[src/hw/rtl/ppr_pkg.sv]
// ----------------------------------------------------------------------------
// ppr_pkg
// Shared types and codes for the particle population roulette block.
// ----------------------------------------------------------------------------
`default_nettype none

package ppr_pkg;

  localparam logic [1:0] ActSetup    = 2'd0;
  localparam logic [1:0] ActTally    = 2'd1;
  localparam logic [1:0] ActRoulette = 2'd2;
  localparam logic [1:0] ActRenorm   = 2'd3;

  localparam logic [1:0] StatOk      = 2'd0;
  localparam logic [1:0] StatZeroSw  = 2'd1;
  localparam logic [1:0] StatSat     = 2'd2;

  localparam int DvdW = 80;
  localparam int DivW = 48;
  localparam int QuoW = 32;

  typedef struct packed {
    logic [15:0] src;
    logic [15:0] act;
    logic [47:0] aw;
    logic [47:0] sw;
  } cell_t;

  typedef struct packed {
    logic            done;
    logic            sat;
    logic [QuoW-1:0] quot;
  } div_res_t;

endpackage

`default_nettype wire

[src/hw/rtl/ppr_div.sv]
// ----------------------------------------------------------------------------
// ppr_div
// Restoring divider, one quotient bit a cycle, saturating at 32 bits.
// ----------------------------------------------------------------------------
`default_nettype none

module ppr_div (
  input  wire logic                    clk_i,
  input  wire logic                    rst_ni,
  input  wire logic                    start_i,
  input  wire logic [ppr_pkg::DvdW-1:0] dividend_i,
  input  wire logic [ppr_pkg::DivW-1:0] divisor_i,
  output ppr_pkg::div_res_t            res_o
);

  localparam int CntW = $clog2(ppr_pkg::DvdW);

  logic                      busy_q, busy_d;
  logic                      done_q, done_d;
  logic [CntW-1:0]           cnt_q, cnt_d;
  logic [ppr_pkg::DvdW-1:0]  dvd_q, dvd_d;
  logic [ppr_pkg::DivW-1:0]  dsr_q, dsr_d;
  logic [ppr_pkg::DivW-1:0]  rem_q, rem_d;
  logic [ppr_pkg::QuoW-1:0]  quo_q, quo_d;
  logic                      sat_q, sat_d;
  logic [ppr_pkg::DivW:0]    rem_sh;
  logic                      qbit;

  always_comb begin
    busy_d = busy_q;
    done_d = 1'b0;
    cnt_d  = cnt_q;
    dvd_d  = dvd_q;
    dsr_d  = dsr_q;
    rem_d  = rem_q;
    quo_d  = quo_q;
    sat_d  = sat_q;
    rem_sh = {rem_q, dvd_q[ppr_pkg::DvdW-1]};
    qbit   = rem_sh >= {1'b0, dsr_q};
    if (start_i) begin
      busy_d = 1'b1;
      cnt_d  = CntW'(ppr_pkg::DvdW - 1);
      dvd_d  = dividend_i;
      dsr_d  = divisor_i;
      rem_d  = '0;
      quo_d  = '0;
      sat_d  = 1'b0;
    end else if (busy_q) begin
      rem_d = qbit ? ppr_pkg::DivW'(rem_sh - {1'b0, dsr_q}) : rem_sh[ppr_pkg::DivW-1:0];
      dvd_d = {dvd_q[ppr_pkg::DvdW-2:0], 1'b0};
      // a bit shifted out of the top means the quotient no longer fits
      sat_d = sat_q | quo_q[ppr_pkg::QuoW-1];
      quo_d = {quo_q[ppr_pkg::QuoW-2:0], qbit};
      cnt_d = cnt_q - CntW'(1);
      if (cnt_q == '0) begin
        busy_d = 1'b0;
        done_d = 1'b1;
      end
    end
  end

  always_ff @(posedge clk_i or negedge rst_ni) begin
    if (!rst_ni) begin
      busy_q <= 1'b0;
      done_q <= 1'b0;
      cnt_q  <= '0;
    end else begin
      busy_q <= busy_d;
      done_q <= done_d;
      cnt_q  <= cnt_d;
    end
  end

  always_ff @(posedge clk_i) begin
    dvd_q <= dvd_d;
    dsr_q <= dsr_d;
    rem_q <= rem_d;
    quo_q <= quo_d;
    sat_q <= sat_d;
  end

  assign res_o.done = done_q;
  assign res_o.sat  = sat_q;
  assign res_o.quot = quo_q;

endmodule

`default_nettype wire

[config.mk]
export PLATFORM = sky130hd
export DESIGN_NAME = ppr_div
export DESIGN_NICKNAME = d
export VERILOG_FILES = /design/src/hw/rtl/ppr_pkg.sv /design/src/hw/rtl/ppr_div.sv
export SDC_FILE = /design/constraint.sdc
export NUM_CORES = 1
export LEC_CHECK = 0
export BUFFER_PORTS_ARGS = -buffer_cell sky130_fd_sc_hd__buf_2
export CORE_ASPECT_RATIO = 1.2
export CORE_MARGIN = 2
export CORE_UTILIZATION = 56
export DETAILED_ROUTE_END_ITERATION = 12
export GPL_TIMING_DRIVEN = 0
export PLACE_DENSITY = 0.78
export SYNTH_ARGS = -nofsm -noshare
export SYNTH_HDL_FRONTEND = slang
export SYNTH_SLANG_ARGS = --single-unit
[constraint.sdc]
create_clock -name clk_i -period 3.61 [get_ports clk_i]
set_input_delay 0.5415 -clock clk_i [delete_from_list [all_inputs] [get_ports clk_i]]
set_output_delay 0.5415 -clock clk_i [all_outputs]
set_load 0.05 [all_outputs]
---- Word level (Yosys, flattened, before mapping) ----
Index checks and enable logic that the tools add are counted.
storage, ports and cells
  register bits ........................... 218
  word-level logic and storage cells ...... 25
  bits of input ports ..................... 131
operators by class
  add/subtract/negate cells ............... 2
  reduce and logical (&&, ||, !) cells .... 2
  order comparisons ....................... 1
  bitwise gates (word level) .............. 1
  mux-type cells .......................... 11
operators by type and width
  operator             number
  $mux 80              2
  $ge 49x48->1         1
  $mux 48              1
  $sub 48x48->48       1
  $mux 7               2
  $logic_not 7->1      1
  $sub 7x1->7 const B  1
  $mux 1               6
  $reduce_bool 2->1    1
  $or 1x1->1           1

---- Longest topological paths before layout ----
Gate-level depths: netlist (run 1).
  depth in word-level cells ............... 4
  gate-level depth with buffers ........... 14

---- Worst setup path after synthesis (run 1) ----
OpenSTA, ideal clock, no wires.
  kind .................................... in2reg
  start ................................... input start_i
  end ..................................... register dvd_q[0] (netlist bit) (enable)
  slack ................................... 490 ps
  arrival time ............................ 2687 ps
  setup time .............................. 434 ps
  stages .................................. 4
  path through ............................ clkbuf_1 clkbuf_1 nor2_1 inv_1
on the way
  cells in the longest elaborated chain, start to end .. 1
RTL lines
  element                      RTL line       RTL
  from (decl)                  ppr_div.sv:10  input wire logic start_i,
  $reduce_bool 2->1 (no line)  --
  to (signal assigned)         ppr_div.sv:75  dvd_q <= dvd_d;
  to (decl)                    ppr_div.sv:21  logic [ppr_pkg::DvdW-1:0] dvd_q, dvd_d;
Every way passes these cells.
A chain may end at the register's enable or synchronous reset.

---- Final worst setup path (run 1) ----
  start ................................... register dsr_q[28] (netlist bit)
  end ..................................... register rem_q[18] (netlist bit)
on the way
  cells in the longest elaborated chain, start to end .. 2
RTL lines
  element                 RTL line       RTL
  from (decl)             ppr_div.sv:22  logic [ppr_pkg::DivW-1:0] dsr_q, dsr_d;
  from (signal assigned)  ppr_div.sv:76  dsr_q <= dsr_d;
  $ge 49x48->1            ppr_div.sv:39  qbit = rem_sh >= {1'b0, dsr_q};
  $mux 48                 ppr_div.sv:49  rem_d = qbit ? ppr_pkg::DivW'(rem_sh - {1'b0, dsr_q}) : rem_sh[ppr_pkg::DivW-1:0];
  to (signal assigned)    ppr_div.sv:77  rem_q <= rem_d;
  to (decl)               ppr_div.sv:23  logic [ppr_pkg::DivW-1:0] rem_q, rem_d;
Every way passes these cells.

==> impl_results.md, run 1 <==
* CTS Sinks at 218
* Crit path arrival time at 3760 ps
* Total count of hold-check failures in the final report at 0
* Fmax at 0.300 GHz
* Power density over cell area at 690 nW/um^2
* Setup TNS at 0 ps
* Post-CTS Setup Inserts at 0
* Final count of negative-setup-slack endpoints at 0
* CTS buffer count at 24
* # fillers at 1592
* DRC violations left at 0
* Routability cong. at 0.949
* R2R Path Start: dsr_q[28]
* Floorplan core area at 20300 um^2
* Leakage at 6.04 nW
* Worst setup path start: dsr_q[28]
* Slowest cell on crit path: clkbuf_1
* First-pass GRT wire length at 44400 um
* Routed via count at 8854
* Clock Skew at 12.0 ps
* First-pass DRT Iterations at 4
* Die height at 162 um
* Max transition margin at 20.6%
* Total of max-cap violations at 0
* Tot Pwr at 0.00940 W
* GRT Util Overall at 25.3%
* Worst-Skew Late Latency at 520 ps
* Unrepaired setup endpoints after global routing: false
* Max-slew violation count at 0
* FP Rows at 57
* Crit-path max cell delay at 480 ps
* Die width at 135 um
* EDFF count, synth at 128
* Final worst path period share at 92.3%
* DR iter-0 viols at 531
* Ys async rst share at 4.13%
* Critical path destination: rem_q[18]
* Vias in the first global route at 8995
* Gate count of the mapped netlist at 1104
* Area Overhead vs Synth at 17.3%
* Drt wl/cell at 17.5 um
* R2R Path End: rem_q[18]
* Setup Crit Path Kind: register to register
* Final cell count without fillers at 1581
* Worst setup SP type: register
* H-Tree Level Count at 1
* Initial Util at 57.1%
* Via/cell ratio at 5.60
* Max IR drop VDD at 0.445 mV
* R2r worst-path depth at 12
* I/O pins at 165
* CP Cell Sequence: inv_1 -> ha_1 -> clkbuf_1 -> nand2_1 -> nor3_1 -> o211ai_1 -> a31oi_2 -> o31ai_4 -> o31ai_4 -> clkbuf_1 -> nand2_1 -> a311oi_2
* Max Buffers Root-to-Sink at 3
* CTS tree: done
* Synth cell types at 68
* Remaining antenna violation count after routing at 0
* Commonest non-fill, non-tap cell in the layout: buf_2
* R2r setup slk at 280 ps
* Placed cell count at 1534
* Synth warnings at 0
* CTS Root Cell: clkbuf_16
* FF+latch count, synth at 218
* HPWL Detailed at 20000 um
* Worst-Margin Slew at 1190 ps
* Largest net degree at the start of global routing at 66
* Min-Delay Startpoint: divisor_i[15]
* CP required at 4040 ps
* Synthesized area at 11600 um^2
* Post-synth top flop: edfxtp_1
* Syn nets at 1286
* Fin nets at 1478
* Initial antenna violation count at 3
* Clock transition at path regs at 60 ps
* Status: completed
* Sequential element share of the synthesized area at 49.0%
* Avg Inst Size Synth at 10.5 um^2
* Routed wire length at 27600 um
* Crit end category: register
* GRT overflow at 0
* Max FO, Critical Path at 10
* Layout cells sized above 1 at 25.5%
* Hold Path Class: input pin to register
* Most frequent cells in the layout: buf_2, edfxtp_1, nand2_1, nor2_1, dfxtp_1
* Fin crit period at 3330 ps
* Full die area at 21900 um^2
* # port buffers at 164
## logic make-up after synthesis
| group | count (synthesis) | share of synthesized area, % |
|---|---|---|
| flops | 218 | 49.0 |
| buf+inv | 135 | 4.87 |
| mux | 112 | 10.5 |
| xor+xnor | 48 | 3.62 |
| compound gates | 223 | 14.3 |
| simple gates | 317 | 12.1 |
| fa+ha+maj | 51 | 5.56 |
## registers in the layout, indices dropped and copies added, names as in the netlist
signal / count
busy_q: 1
cnt_q: 7
done_q: 1
dsr_q: 48
dvd_q: 80
quo_q: 32
rem_q: 48
sat_q: 1
## where the power goes
part,internal [W],switching [W]
combinational,0.00145,0.00217
sequential,0.00304,0.000260
clock,0.00147,0.00101
## cells in the mapped netlist (all sizes together), types with 6 or more instances
master | instances | area share [%]
mux2 | 79 | 7.7
a21o | 26 | 1.7
nand4 | 17 | 0.92
nand3 | 16 | 0.69
o21ai | 36 | 1.6
edfxtp | 128 | 33
dfrtp | 9 | 1.9
a211oi | 15 | 1.0
a31oi | 7 | 0.43
and3 | 6 | 0.32
clkbuf | 46 | 1.5
nand2 | 114 | 3.7
nand2b | 10 | 0.54
dfxtp | 81 | 14
a21boi | 7 | 0.45
ha | 50 | 5.4
mux2i | 33 | 2.8
xor2 | 20 | 1.5
inv | 65 | 2.1
o21bai | 11 | 0.71
a21oi | 56 | 2.4
nor2b | 7 | 0.38
nor3 | 15 | 0.65
buf | 24 | 1.3
xnor2 | 28 | 2.1
nor2 | 112 | 3.6
a311oi | 35 | 3.4
## worst min-delay path by stage
| stage | end | slack (ps) | depth (start not counted) |
|---|---|---|---|
| global placement | done_q | 400 | 1 |
| floorplan | busy_q | 250 | 0 |
| CTS | dsr_q[15] | 170 | 1 |
| global route | dsr_q[47] | 170 | 1 |
| detailed placement | done_q | 400 | 1 |
| finish | dsr_q[15] | 190 | 1 |
## worst max-delay path, delay by kind of cell (launching register included)
family | cells | cell delay (ps)
AO/OA/AOI/OAI | 5 | 1300
adder cells (fa/ha/maj) | 1 | 260
buffers and inverters | 3 | 810
flip-flops | 1 | 330
AND/OR/NAND/NOR | 3 | 530
## area by class of cell
class	count	area, um^2	area share, %
multi-input combinational	751	5360	39.3
buffer	70	323	2.37
inverter	65	249	1.83
tap	265	332	2.43
timing repair buffer	166	858	6.30
clock buffer	30	676	4.96
sequential	218	5690	41.8
clock inverter	14	135	0.992
antenna	2	5.00	0.0367
## layer usage
metal	track usage, %	vias to the layer above	wire length (um)
met2	44.3	283	13600
met1	30.7	4154	11200
li1	-	4364	-
met5	0	-	0
met4	8.62	0	793
met3	5.87	53	2060
## repair_timing
action                                 4_1_cts  5_1_grt
setup endpoints to repair                    0       10
gates resized for setup                      0        6
endpoints found under the hold margin        9        0
hold buffers                                 1        0
## per-stage QoR
| stage | utilization [%] | setup WS [ps] | area (um^2) | hold WS (ps) |
|---|---|---|---|---|
| floorplan | - | 490 | 11600 | 246 |
| global placement | 62.8 | -1740 | 12800 | 400 |
| detailed placement | 62.9 | -139 | 12800 | 403 |
| CTS | 67.0 | 165 | 13600 | 174 |
| global route | 67.0 | 37.6 | 13600 | 174 |
| finish | 67.0 | 279 | 13600 | 189 |
No activity file was read; power rests on OpenSTA's default activity.
==> run 2, diff against run 1 <==
--- a/config.mk
+++ b/config.mk
@@ -8,10 +8,11 @@
 export BUFFER_PORTS_ARGS = -buffer_cell sky130_fd_sc_hd__buf_2
 export CORE_ASPECT_RATIO = 1.2
 export CORE_MARGIN = 2
-export CORE_UTILIZATION = 56
+export CORE_UTILIZATION = 52
 export DETAILED_ROUTE_END_ITERATION = 12
 export GPL_TIMING_DRIVEN = 0
-export PLACE_DENSITY = 0.78
+export PLACE_DENSITY = 0.76
+export SKIP_LAST_GASP = 1
 export SYNTH_ARGS = -nofsm -noshare
 export SYNTH_HDL_FRONTEND = slang
 export SYNTH_SLANG_ARGS = --single-unit
==> constraint.sdc (replaced) <==
create_clock -name clk_i -period 2.75 [get_ports clk_i]
set_input_delay 0.4125 -clock clk_i [delete_from_list [all_inputs] [get_ports clk_i]]
set_output_delay 0.4125 -clock clk_i [all_outputs]
set_load 0.05 [all_outputs]
==> impl_results.md, run 2 (synthesis results as in run 1) <==
* CTS buffer count at 24
* Top cell by count, worst path: o31ai_4
* Initial antenna violation count at 2
* Vias in the first global route at 9222
* Max-slew violation count at 0
* Clock Skew at 11.3 ps
* H-Tree Level Count at 1
* Die height at 168 um
* Power density over cell area at 974 nW/um^2
* Largest regs: dvd_q: 80 flops, dsr_q: 48 flops, rem_q: 48 flops
* Max reg flops at 80
* Comb pwr share at 48.0%
* Worst hold margin at 57.8 ps
* Max FO, Critical Path at 7
* Initial Util at 53.3%
* Worst setup SP type: register
* Clock power share at 21.4%
* Fmax at 0.312 GHz
* Commonest non-fill, non-tap cell in the layout: buf_2
* Max Buffers Root-to-Sink at 3
* Violated checks: negative setup slack
* Setup Crit Path Kind: register to register
* Slowest cell on crit path: o31ai_4
* Hold Path Class: input pin to register
* CP Cell Sequence: inv_1 -> ha_1 -> buf_6 -> nand4_1 -> nor3_4 -> o211ai_1 -> a31oi_4 -> o31ai_4 -> o31ai_4 -> clkinv_4 -> or3b_1 -> a311oi_1
* Final count of negative-setup-slack endpoints at 49
* Final worst path period share at 116%
* Post-place setup slack at -1120 ps
* Total count of hold-check failures in the final report at 0
* Routability cong. at 0.935
* Clock transition at path regs at 60 ps
* Largest net degree at the start of global routing at 50
* Crit-path max cell delay at 390 ps
* Crit end category: register
* Die width at 140 um
* Leakage at 6.44 nW
* Layout cells sized above 1 at 36.4%
* CTS Sinks at 218
* Final WS setup at -451 ps
* Worst-Skew Late Latency at 530 ps
* First-pass DRT Iterations at 6
* HPWL Detailed at 20300 um
* Full die area at 23500 um^2
* Max IR drop VDD at 0.680 mV
* Fin crit period at 3200 ps
* GRT overflow at 0
* CP required at 3180 ps
* Max transition margin at 45.6%
* Cell internal pwr at 0.00898 W
* Worst-Margin Slew at 816 ps
* GRT Util Overall at 24.0%
* Via/cell ratio at 5.77
* Tot Pwr at 0.0144 W
* Seq pwr share at 30.6%
* Status: finished, violations left
* Routed via count at 9383
* Crit path arrival time at 3630 ps
* Biggest register: dvd_q
* Most frequent cells in the layout: buf_2, edfxtp_1, nor2_1, nand2_1, mux2_2
* Floorplan core area at 21800 um^2
* Remaining antenna violation count after routing at 0
* CTS tree: done
* # port buffers at 164
* CTS Root Cell: clkbuf_16
* Switching power share of the total at 37.6%
* FP Rows at 59
* Net switching power at 0.00540 W
* Unrepaired setup endpoints after global routing: true
* First-pass GRT wire length at 45500 um
* I/O pins at 165
* R2r setup slk at -450 ps
* DRC violations left at 0
* Drt wl/cell at 19.0 um
* Total of max-cap violations at 0
* Fin nets at 1515
* Final core utilization at 67.8%
* DR iter-0 viols at 603
* Area Overhead vs Synth at 27.2%
* Routed wire length at 30800 um
==> run 2: cell count changes in the layout (fill, tap and decap cells not counted), moves of 8 or more <==
cell      change
buf_4        +36
nand2_1      -22
ha_1         -17
a21oi_1      -15
buf_2        -12
a21oi_2      +11
nand2_2      +11
nand2_4      +11
ha_2         +10
o21ai_0       -9
clkbuf_1      -8
==> run 2: layout make-up <==
class / instances / area (um^2)
buffer: 59 / 374
timing repair buffer: 214 / 1370
multi-input combinational: 751 / 5990
antenna: 1 / 2.50
sequential: 218 / 5700
inverter: 65 / 253
clock inverter: 12 / 85.1
tap: 274 / 343
clock buffer: 31 / 658
fill: 1614 / 7010
==> run 2: final timing paths <==
kind,from,endpoint,depth (start not counted)
worst max-delay path,dsr_q[32],rem_q[3],12
worst min-delay path,divisor_i[14],dsr_q[14],1
worst max register to register,dsr_q[32],rem_q[3],12
worst min register to register,rem_q[26],rem_q[27],2
max in group asynchronous,rst_ni,cnt_q[6],2
min in group asynchronous,rst_ni,cnt_q[4],2
==> run 2: metal layers <==
layer | vias to the layer above | track usage (%) | wire (um)
met5 | - | 0 | 0
met4 | 0 | 10.1 | 1330
met3 | 117 | 6.35 | 2610
met2 | 380 | 41.8 | 15200
met1 | 4455 | 27.9 | 11700
li1 | 4431 | - | -
==> run 2: metrics by stage <==
step / instances / area [um^2] / TNS [ps]
floorplan: 1104 / 11600 / 0
global placement: 1542 / 12800 / -203830
detailed placement: 1544 / 12800 / -137430
CTS: 1594 / 13800 / -11250
global route: 1625 / 14800 / -19330
finish: 1625 / 14800 / -15420
==> run 2: power by group through the flow <==
stage,combinational (W),sequential [W],clock [W]
global route,0.00733,0.00446,0.00326
global placement,0.00462,0.00437,0
CTS,0.00497,0.00433,0.00312
detailed placement,0.00468,0.00438,0
finish,0.00690,0.00440,0.00307
floorplan,0.00360,0.00432,0
==> run 2: what timing repair did <==
item | in CTS | in global routing
setup endpoints to repair | 188 | 49
hold buffers | 1 | 0
endpoints found under the hold margin | 9 | 0
gates cloned | 0 | 5
resized for setup | 45 | 160
buffers inserted | 9 | 33
pin swaps | 14 | 75
==> run 2: critical path, delay by kind of cell (launching register included) <==
family | cells | cell delay (ps)
AOI/OAI and AO/OA | 5 | 1200
buffers and inverters | 3 | 360
and+or+nand+nor | 3 | 910
DFF | 1 | 340
adders and majority gates | 1 | 290
